File: config.mk
export PLATFORM = sky130hd
export DESIGN_NAME = frame_header_error_check_top
export DESIGN_NICKNAME = d
export VERILOG_FILES = /design/src/fhec_pkg.sv /design/src/fhec_front.sv /design/src/fhec_queue.sv /design/src/fhec_back.sv /design/src/frame_header_error_check_top.sv
export SDC_FILE = /design/constraint.sdc
export NUM_CORES = 1
export LEC_CHECK = 0
export BUFFER_PORTS_ARGS = -buffer_cell sky130_fd_sc_hd__buf_2
export CORE_ASPECT_RATIO = 0.6
export CORE_MARGIN = 2
export CORE_UTILIZATION = 40
export CTS_BUF_LIST = sky130_fd_sc_hd__clkbuf_8
export DETAILED_ROUTE_END_ITERATION = 10
export MAX_ROUTING_LAYER = met4
export PLACE_DENSITY = 0.68
export RECOVER_POWER = 50
export SYNTH_ARGS = -nofsm -noshare
export SYNTH_HDL_FRONTEND = slang
export SYNTH_SLANG_ARGS = --single-unit
File: constraint.sdc
create_clock -name clk -period 6.05 [get_ports clk]
set_input_delay 0.605 -clock clk [delete_from_list [all_inputs] [get_ports clk]]
set_output_delay 0.605 -clock clk [all_outputs]
set_load 0.02 [all_outputs]
File: src/fhec_pkg.sv
package fhec_pkg;

  localparam logic [7:0]  CRC8_POLY  = 8'h1b;
  localparam logic [31:0] CRC32_POLY = 32'h04c11db7;
  localparam int          QUEUE_DEPTH = 4;

  localparam logic [1:0] KIND_CRC8   = 2'd0;
  localparam logic [1:0] KIND_SUM    = 2'd1;
  localparam logic [1:0] KIND_PARITY = 2'd2;
  localparam logic [1:0] KIND_CRC32  = 2'd3;

  typedef struct packed {
    logic [7:0] data_byte;
    logic       start_of_frame;
  } in_item_t;

  typedef struct packed {
    logic [1:0]  check_kind;
    logic [31:0] check_value;
    logic        parity_ok;
    logic [4:0]  frame_length;
    logic [1:0]  source_group;
    logic [5:0]  source_station;
    logic [1:0]  dest_group;
    logic [5:0]  dest_station;
    logic [1:0]  language_code;
    logic        fragmented;
    logic [1:0]  sequence_number;
  } out_item_t;

  // classified byte handed from front to back
  typedef struct packed {
    logic [7:0] data_byte;
    logic       clear;
    logic [4:0] idx;
    logic       last;
  } work_t;

  function automatic logic [7:0] crc8_byte(logic [7:0] r, logic [7:0] b);
    logic [7:0] x;
    logic       top;
    x = r;
    for (int k = 0; k < 8; k++) begin
      top = x[7];
      x = {x[6:0], b[7-k]};
      if (top) x = x ^ CRC8_POLY;
    end
    return x;
  endfunction

  function automatic logic [31:0] crc32_byte(logic [31:0] r, logic [7:0] b);
    logic [31:0] x;
    logic        top;
    x = r;
    for (int k = 0; k < 8; k++) begin
      top = x[31];
      x = {x[30:0], b[7-k]};
      if (top) x = x ^ CRC32_POLY;
    end
    return x;
  endfunction

endpackage

File: src/fhec_front.sv
module fhec_front (
  input  logic               clk,
  input  logic               rst,
  input  fhec_pkg::in_item_t in_item,
  input  logic               accept,
  output fhec_pkg::work_t    work,
  output logic               work_valid
);

  logic [4:0] byte_count;
  logic       in_frame;
  logic [7:0] control_byte;
  logic [7:0] info_byte;
  logic [4:0] idx;
  logic [4:0] count_next;
  logic [1:0] kind;
  logic [7:0] info_now;
  logic [4:0] len;
  logic       live;

  assign idx        = in_item.start_of_frame ? 5'd0 : byte_count;
  assign live       = in_item.start_of_frame | in_frame;
  assign count_next = idx + 5'd1;
  assign kind       = (idx == 5'd1) ? in_item.data_byte[3:2] : control_byte[3:2];
  assign info_now   = (idx == 5'd4) ? in_item.data_byte : info_byte;
  assign len = 5'd5 + 5'({2'b0, info_now[5:3]} * 5'd3)
             + ((kind == fhec_pkg::KIND_CRC32) ? 5'd4 : 5'd1);

  assign work_valid     = accept & live;
  assign work.data_byte = in_item.data_byte;
  assign work.clear     = in_item.start_of_frame;
  assign work.idx       = idx;
  assign work.last      = (idx >= 5'd4) && (count_next == len);

  always_ff @(posedge clk) begin
    if (rst) begin
      byte_count   <= '0;
      in_frame     <= 1'b0;
      control_byte <= '0;
      info_byte    <= '0;
    end else if (accept && live) begin
      byte_count <= count_next;
      in_frame   <= !work.last;
      if (idx == 5'd1) control_byte <= in_item.data_byte;
      if (idx == 5'd4) info_byte <= in_item.data_byte;
    end
  end

endmodule

File: src/fhec_queue.sv
module fhec_queue #(
  parameter int DEPTH = fhec_pkg::QUEUE_DEPTH
) (
  input  logic            clk,
  input  logic            rst,
  input  logic            wr,
  input  fhec_pkg::work_t wr_data,
  output logic            full,
  input  logic            rd,
  output fhec_pkg::work_t rd_data,
  output logic            empty
);

  localparam int AW = (DEPTH > 1) ? $clog2(DEPTH) : 1;

  fhec_pkg::work_t mem [DEPTH];
  logic [AW-1:0]   wp;
  logic [AW-1:0]   rp;
  logic [AW:0]     cnt;

  assign full    = (cnt == (AW+1)'(DEPTH));
  assign empty   = (cnt == '0);
  assign rd_data = mem[rp];

  always_ff @(posedge clk) begin
    if (wr && !full) mem[wp] <= wr_data;
  end

  always_ff @(posedge clk) begin
    if (rst) begin
      wp  <= '0;
      rp  <= '0;
      cnt <= '0;
    end else begin
      if (wr && !full) wp <= (wp == AW'(DEPTH-1)) ? '0 : wp + 1'b1;
      if (rd && !empty) rp <= (rp == AW'(DEPTH-1)) ? '0 : rp + 1'b1;
      cnt <= cnt + (AW+1)'(wr && !full) - (AW+1)'(rd && !empty);
    end
  end

endmodule

File: src/fhec_back.sv
module fhec_back (
  input  logic                clk,
  input  logic                rst,
  input  fhec_pkg::work_t     work,
  input  logic                work_valid,
  output logic                work_take,
  output fhec_pkg::out_item_t result,
  output logic                empty,
  input  logic                pop
);

  logic [7:0]  control_byte, origin_byte, destination_byte, info_byte;
  logic [7:0]  crc8_r, crc8_next;
  logic [31:0] crc32_r, crc32_next;
  logic        par, par_next;
  logic [19:0] sum, sum_next;
  logic [7:0]  high, high_next;
  logic [7:0]  ctl_now, org_now, dst_now, inf_now;
  logic [1:0]  kind;
  logic        out_valid;
  logic        out_free;

  assign out_free  = !out_valid || pop;
  assign work_take = work_valid && out_free;
  assign empty     = !out_valid;

  always_comb begin
    logic [7:0]  c8;
    logic [31:0] c32;
    logic        p;
    logic [19:0] s;
    logic [7:0]  h;
    c8  = work.clear ? '0 : crc8_r;
    c32 = work.clear ? '0 : crc32_r;
    p   = work.clear ? 1'b0 : par;
    s   = work.clear ? '0 : sum;
    h   = work.clear ? '0 : high;
    crc8_next  = fhec_pkg::crc8_byte(c8, work.data_byte);
    crc32_next = fhec_pkg::crc32_byte(c32, work.data_byte);
    par_next   = p ^ (^work.data_byte);
    if (!work.idx[0]) begin
      high_next = work.data_byte;
      sum_next  = s;
      if (work.last) sum_next = s + 20'({work.data_byte, 8'h00});
    end else begin
      high_next = '0;
      sum_next  = s + 20'({h, work.data_byte});
    end
  end

  assign ctl_now = (work.idx == 5'd1) ? work.data_byte : control_byte;
  assign org_now = (work.idx == 5'd2) ? work.data_byte : origin_byte;
  assign dst_now = (work.idx == 5'd3) ? work.data_byte : destination_byte;
  assign inf_now = (work.idx == 5'd4) ? work.data_byte : info_byte;
  assign kind    = ctl_now[3:2];

  always_ff @(posedge clk) begin
    if (rst) begin
      out_valid        <= 1'b0;
      control_byte     <= '0;
      origin_byte      <= '0;
      destination_byte <= '0;
      info_byte        <= '0;
      crc8_r           <= '0;
      crc32_r          <= '0;
      par              <= 1'b0;
      sum              <= '0;
      high             <= '0;
    end else begin
      if (pop && out_valid) out_valid <= 1'b0;
      if (work_take) begin
        control_byte     <= ctl_now;
        origin_byte      <= org_now;
        destination_byte <= dst_now;
        info_byte        <= inf_now;
        crc8_r           <= crc8_next;
        crc32_r          <= crc32_next;
        par              <= par_next;
        sum              <= sum_next;
        high             <= work.last ? '0 : high_next;
        if (work.last) begin
          out_valid <= 1'b1;
          result.check_kind <= kind;
          case (kind)
            fhec_pkg::KIND_CRC8:   result.check_value <= {24'd0, crc8_next};
            fhec_pkg::KIND_SUM:    result.check_value <= {12'd0, sum_next};
            fhec_pkg::KIND_PARITY: result.check_value <= '0;
            default:               result.check_value <= crc32_next;
          endcase
          result.parity_ok <= (kind == fhec_pkg::KIND_PARITY)
                              ? (ctl_now[0] ? par_next : !par_next) : 1'b0;
          result.frame_length    <= work.idx + 5'd1;
          result.source_group    <= org_now[7:6];
          result.source_station  <= org_now[5:0];
          result.dest_group      <= dst_now[7:6];
          result.dest_station    <= dst_now[5:0];
          result.language_code   <= inf_now[7:6];
          result.fragmented      <= inf_now[2];
          result.sequence_number <= inf_now[1:0];
        end
      end
    end
  end

endmodule

File: src/frame_header_error_check_top.sv
// a frame's result goes via the byte queue and the back end's result register to the ports
// throughput: one byte per cycle unless full; crc steps unrolled per byte in the back end
// full rises only when the 4-entry byte queue fills while results wait to be popped
// reset: synchronous active-high rst clears frame state, checks and queue, no clearing pass
module frame_header_error_check_top #(
  parameter int QUEUE_DEPTH = fhec_pkg::QUEUE_DEPTH
) (
  input  logic                clk,
  input  logic                rst,
  input  fhec_pkg::in_item_t  in_item,
  input  logic                push,
  output logic                full,
  output fhec_pkg::out_item_t out_item,
  output logic                empty,
  input  logic                pop
);

  fhec_pkg::work_t f_work, b_work;
  logic            f_valid;
  logic            q_empty;
  logic            b_take;

  // front: tracks framing and flags the last byte of each frame
  fhec_front u_front (
    .clk        (clk),
    .rst        (rst),
    .in_item    (in_item),
    .accept     (push && !full),
    .work       (f_work),
    .work_valid (f_valid)
  );

  // queue decouples classification from check arithmetic
  fhec_queue #(.DEPTH(QUEUE_DEPTH)) u_queue (
    .clk     (clk),
    .rst     (rst),
    .wr      (f_valid),
    .wr_data (f_work),
    .full    (full),
    .rd      (b_take),
    .rd_data (b_work),
    .empty   (q_empty)
  );

  // back: runs crc8, crc32, parity and word sum, holds the result register
  fhec_back u_back (
    .clk        (clk),
    .rst        (rst),
    .work       (b_work),
    .work_valid (!q_empty),
    .work_take  (b_take),
    .result     (out_item),
    .empty      (empty),
    .pop        (pop)
  );

endmodule
==> results.toml, run 1 <==
[yosys]
yosysTopAreaCell = "edfxtp_1"
netlist_area_sq_um = 12400
synth-async-reset-ratio_pct = 0
synthSimpleGateAreaFrac_pct = 15.2
netlist_top_cells_count = "nor2_1, edfxtp_1, dfxtp_1"
ys_ff_latch = 235
synthFlopType = "edfxtp_1"
synthMuxAreaShare_pct = 5.92
synth-xor-area-share_pct = 10.2
synth_edf_count = 121
avgSynthCellArea_sq_um = 9.89
ys_top_cells_by_area = "edfxtp_1, dfxtp_1, xnor2_1"
synth_fp_nets = 1307
synth_cell_type_count = 69
synthAdderAreaFrac_pct = 4.50
yosysWarnings = 0
synth_top_area_share_pct = 29.3
synthCells = 1255
ys_seq_area_share_pct = 47.7
synth_compound_area_share_pct = 12.8
synth_top_family_by_area = "simple AND/OR/NAND/NOR gates"
yosysMostFrequentCell = "nor2_1"

[die]
die_h_um = 140
num_rows = 49
io_pins = 76
dieArea_sq_um = 32500
initial_core_util_pct = 41.1
die_width_um = 231
core-area_sq_um = 30200

[status]
status = "finished, violations left"
violations = "capacitance limit, slew limit"

[sta]
rsz0062_at_grt = "false"
finalSetupViolations = 0
max_freq_mhz = 202
skew_ns = 0.0251
maxSlewViolCount = 256
tns_ns = 0
min_period_ns = 4.94
finalCritPeriodShare_pct = 81.7
worst_pin_slew_ns = 2.50
hold_violations = 0
relSlewSlack_pct = -66.8

[clock_network]
cts_tree = "yes"
hold_buffers = 0
cts_buffer_depth = 3
cts_buffers = 37
path_clk_slew_ns = 0.07
cts.sinks = 235
clk_latency_ns = 0.55
cts-resized-gates = 0
cts_root_buffer = "clkbuf_8"
postCtsSetupRepairBufs = 0
htree_levels = 2

[pwr]
p_leak_nw = 4.97
fin_total_pwr_w = 0.00751
p_int_w = 0.00418
clkPwrFrac_pct = 18.3
powerDensity_nw_per_um2 = 547
irDropWorstVdd_mv = 0.304
p_switching_w = 0.00333
pwr-share-seq_pct = 30.9
pwr-share-comb_pct = 50.8
switching_share_pct = 44.3

[route]
via_per_inst = 5.53
top_layer_used = "met4"
first_pass_iters = 6
drt_iter0_drc = 1071
wl_per_cell_um = 18.6
m1WireLength_um = 16300
drc = 0
wl_met3_um = 2750
antenna_violating_nets_post_route = 0
vias = 9578
dr_wl_met2_um = 12500
drt-total-wl_um = 32100

[setup_path]
crit_chain = "nor2b_1 > inv_1 > ha_1 > and3_1 > mux2i_1 > inv_1 > ha_1 > fa_1 > fa_1 > xor2_1 > or3_1 > a2111oi_0"
critical_path_class = "reg2reg"
cp_top_family = "adder cells"
max_stage_delay_ns = 0.94
crit_slowest_cell = "a2111oi_0"
cp_max_fo = 8
crit_start = "u_front.byte_count[0]"
worstSetupEndpointType = "flip-flop"
crit_path_end = "u_queue.mem[0][0]"
required_ns = 6.22
r2r_start = "u_front.byte_count[0]"
path_buf_inv = 2
reg2reg_to = "u_queue.mem[0][0]"
crit_arrival_ns = 5.12
reg2reg_depth = 12
cp-start-kind = "flip-flop"
cp.depth = 12
rrSetupSlack_ns = 1.11

[global_route]
globalRouteOverflowTotal = 0
grt_pass1_wl_um = 49900
grt_max_degree = 88
antenna_found_initial = 1
grt_use_total_pct = 20.2
grt_pass1_vias = 8847

[worst_hold_path]
hp-class = "in2reg"
holdCritStartpoint = "in_item[7]"

[placed_design]
dp_cells = 1663
io_buffers = 75
dp_hpwl_um = 21500
place.gp.congestion = 0.922

[flow_run]
max-cap-violations = 5

[final_layout]
post_route_cells_drive_above_1_share_pct = 8.24
nets = 1346
area_growth_pct = 10.5
fin_cells = 1732
fin_util_pct = 45.4
[metrics by stage]
stage                     setup WS [ns]  hold slack [ns]  cell area, sq um
after detailed placement          0.773            0.454             13100
after global routing              0.677            0.314             13700
after global placement             1.04            0.442             13100
after floorplan                  0.0509            0.436             12400
final                              1.11            0.332             13700
after CTS                          1.17            0.249             13800
[cell type report]
cell class	instances	area (sq um)
diodes	1	2.50
clock buffers	40	551
clock inverters	28	193
fillers	2858	16500
inverters	28	105
multi-input cells	902	6060
flip-flops and latches	235	5920
well taps	408	510
repair buffers	90	379
[worst min-delay path by stage]
stage	endpoint	slack (ns)	cells past startpoint
2_1_floorplan	u_back.control_byte[0]	0.44	2
5_1_grt	u_queue.mem[3][7]	0.31	1
3_3_place_gp	u_back.control_byte[0]	0.44	2
6_report	u_queue.mem[1][13]	0.33	1
4_1_cts	u_queue.mem[1][13]	0.25	1
3_5_place_dp	u_back.control_byte[0]	0.45	2
[placed cells by master (no fill, tap or decap), drive strengths merged, types with 11 or more instances in the layout]
master and count:
mux4 14, nor3 74, o211ai 14, mux2i 16
clkbuf 118, a21oi 76, mux2 23, and2 11
nor2 154, xnor2 104, ha 35, o21ai 39
nand2 104, dfxtp 114, buf 12, nand3 19
a211oi 32, edfxtp 121, xor2 41, nor2b 26
inv 43
[registers in the layout (all words and copies together), names as in the netlist, 3 cells and up, named ones only]
| register | cells |
|---|---|
| u_back.result | 61 |
| u_back.control_byte | 3 |
| u_front.byte_count | 5 |
| u_back.sum | 20 |
| u_queue.mem | 60 |
| u_back.origin_byte | 8 |
| u_back.destination_byte | 8 |
| u_back.high | 8 |
| u_back.info_byte | 5 |
| u_back.crc8_r | 8 |
| u_front.info_byte | 3 |
| u_queue.cnt | 3 |
| u_back.crc32_r | 32 |
[logic make-up (layout without fill, tap and decap cells)]
family          Yosys count  after routing
buf+inv                 118            186
simple gates            421            421
mux                      53             53
other cells               0              1
fa+ha+maj                43             43
flops                   235            235
compound gates          240            240
xor+xnor                145            145
[routing by layer]
layer | GRT usage [%] | up-vias
li1 | - | 4527
met4 | 4.89 | 0
met5 | - | -
met3 | 4.50 | 51
met2 | 25.8 | 393
met1 | 31.5 | 4607
[power groups by stage]
stage / clock, W / sequential (W) / combinational, W
after floorplan: 0 / 0.00232 / 0.00281
after global placement: 0 / 0.00233 / 0.00368
after detailed placement: 0 / 0.00234 / 0.00375
after CTS: 0.00141 / 0.00231 / 0.00377
after global routing: 0.00148 / 0.00235 / 0.00416
final: 0.00138 / 0.00232 / 0.00381
Note: power is estimated with default switching activity, not from simulation.
==> run 2: changes to the inputs <==
Settings changed: ABC_AREA set to 1.
Clock period 6.05 ns to 4.1 ns, I/O delays scaled along.
==> run 2 against run 1 <==
Compared with the run above:
- the run still ends with capacitance limit, slew limit left
- count of clock-buffer cells in the layout up 5
- flip-flop and latch count stayed put
- register-to-register slack got worse by 0.54 ns
- area after synthesis rose by 4.0%
- critical path type unchanged
- highest routed layer unchanged
==> results.toml, run 2 <==
[status]
status = "finished, violations left"
violations = "capacitance limit, slew limit"

[pwr]
irDropWorstVdd_mv = 0.366
powerDensity_nw_per_um2 = 923
p_leak_nw = 6.43

[global_route]
grt_use_total_pct = 21.4
grt_pass1_wl_um = 54800
grt_max_degree = 65
antenna_found_initial = 0
grt_pass1_vias = 9735
globalRouteOverflowTotal = 0

[setup_path]
required_ns = 4.38
rrSetupSlack_ns = 0.56
cp-start-kind = "flip-flop"
cp_max_fo = 26
reg2reg_to = "u_back.result[52]"
critical_path_class = "reg2reg"
crit_arrival_ns = 3.82
worstSetupEndpointType = "flip-flop"
reg2reg_depth = 13

[final_layout]
num_antenna_cells = 0
post_route_cells_drive_above_1_share_pct = 7.79
top_regs = "u_back.result (61), u_queue.mem (60), u_back.crc32_r (32)"
top_register = "u_back.result"
nets = 1717
ff_latch_area_sq_um = 5920
area_growth_pct = 11.7
fin_util_pct = 45.8
largest_reg_flops = 61
final_cell_mix = "nand2_1, inv_1, nor2_1"
multi_input_area_sq_um = 5860
fillers = 3086
layout_commonest_cell = "nand2_1"

[route]
top_layer_used = "met4"
drt_iter0_drc = 1166
wl_per_cell_um = 16.5
dr_wl_met2_um = 13600
m1WireLength_um = 17500
first_pass_iters = 8
vias = 10753
drc = 0
via_per_inst = 5.09
antenna_violating_nets_post_route = 0
wl_met3_um = 3300
drt-total-wl_um = 34900

[flow_run]
max-cap-violations = 2

[placed_design]
dp_hpwl_um = 24500
place.gp.congestion = 0.927
io_buffers = 75

[yosys]
ys_seq_area_share_pct = 45.8
ys_top_cells_by_area = "edfxtp_1, dfxtp_1, nand2_1"
ys_ff_latch = 235
synth_top_area_share_pct = 28.2
yosysTopAreaCell = "edfxtp_1"
synth_fp_nets = 1643
netlist_area_sq_um = 12900
netlist_top_cells_count = "nand2_1, inv_1, nor2_1"
synth_cell_type_count = 53
synth-async-reset-ratio_pct = 0
yosysMostFrequentCell = "nand2_1"
synthFlopType = "edfxtp_1"
yosysWarnings = 0
synth_edf_count = 121
synthCells = 1591
avgSynthCellArea_sq_um = 8.11

[die]
core-area_sq_um = 31500
initial_core_util_pct = 41.0
die_h_um = 143
io_pins = 76
num_rows = 50
die_width_um = 236
dieArea_sq_um = 33800

[worst_hold_path]
holdCritStartpoint = "in_item[7]"
hp-class = "in2reg"
whs_path_depth = 1
hold_end = "u_queue.mem[0][13]"

[sta]
worst_pin_slew_ns = 1.54
rsz0062_at_grt = "false"
finalCritPeriodShare_pct = 86.2
hold_violations = 0
relSlewSlack_pct = -2.86
skew_ns = 0.0284
max_freq_mhz = 283
min_period_ns = 3.54
tns_ns = 0
maxSlewViolCount = 16
finalSetupViolations = 0

[clock_network]
cts_root_buffer = "clkbuf_8"
cts_tree = "yes"
postCtsSetupRepairBufs = 0
cts-resized-gates = 0
cts.sinks = 235
htree_levels = 2
clk_latency_ns = 0.56
cts_buffers = 38
hold_buffers = 0
cts_buffer_depth = 3
path_clk_slew_ns = 0.06
run 2: changes by cell type after synthesis, sizes merged, moves of 23 or more:
cell	change
nand2	+254
inv	+183
o21ai	+113
nor3	-64
nand3	+54
xnor2	-53
xor2	+35
a211oi	-29
clkbuf	-27
nor2b	-26
a21oi	+25
mux2	-23
run 2: how the worst max path moves through the flow:
| stage | from | endpoint | slack, ns | depth (start not counted) |
|---|---|---|---|---|
| after CTS | flip-flop | u_back.result[52] | 0.59 | 13 |
| final | flip-flop | u_back.result[52] | 0.56 | 13 |
| after global routing | u_front.byte_count[0] | u_queue.mem[2][0] | 0.24 | 13 |
| after global placement | in_item[0] | u_queue.mem[0][0] | 0.49 | 15 |
| after detailed placement | in_item[0] | u_queue.mem[1][0] | 0.43 | 15 |
| after floorplan | in_item[0] | u_queue.mem[0][0] | 0.62 | 14 |
run 2: stage by stage:
step | setup slack [ns] | power [W] | instance area, sq um | hold slack, ns | cells
2_1_floorplan | 0.624 | 0.00903 | 12900 | 0.445 | 1591
5_1_grt | 0.236 | 0.0144 | 14400 | 0.0902 | 2111
3_3_place_gp | 0.492 | 0.0108 | 13700 | 0.467 | 2041
4_1_cts | 0.588 | 0.0133 | 14600 | 0.0277 | 2111
3_5_place_dp | 0.426 | 0.0110 | 13700 | 0.469 | 2041
6_report | 0.565 | 0.0133 | 14400 | 0.114 | 2111
run 2: logic make-up (layout without fill, tap and decap cells):
group	Yosys count	in the layout	synth area share [%]
buffers and inverters	278	382	8.82
adders and majority gates	39	39	4.01
xor gates and xnor gates	127	127	8.62
DFF	235	235	45.8
AOI/OAI and AO/OA	300	300	12.9
and+or+nand+nor	612	612	19.8
run 2: power by group:
group / leakage, nW / internal [W] / total (W) / switching (W)
Sequential: 2.06 / 0.00336 / 0.00376 / 0.000403
Combinational: 3.89 / 0.00226 / 0.00721 / 0.00495
Clock: 0.478 / 0.00133 / 0.00234 / 0.00101
Total: 6.43 / 0.00695 / 0.0133 / 0.00636
run 2: layer usage:
layer,vias up,GRT usage [%]
met2,449,28.2
met1,4947,33.1
met5,-,-
li1,5308,-
met3,49,4.19
met4,0,4.86
run 2: cell type report:
| type | instances | area share (%) |
|---|---|---|
| tap | 416 | 3.61 |
| timing repair buffer | 102 | 3.21 |
| clock buffer | 45 | 4.29 |
| sequential | 235 | 41.0 |
| clock inverter | 25 | 1.77 |
| multi-input combinational | 1078 | 40.6 |
| inverter | 210 | 5.47 |
run 2: critical path, stage by stage (launching register included):
cell and delay (ns):
dfxtp_1 0.46, buf_4 0.34, nand2_1 0.09, a32oi_1 0.42, inv_1 0.14, ha_1 0.20
nand2_1 0.10, nor2_4 0.08, o21ai_2 0.30, nor2_1 0.09, buf_4 0.20, inv_1 0.51
buf_4 0.25, nor2_1 0.05
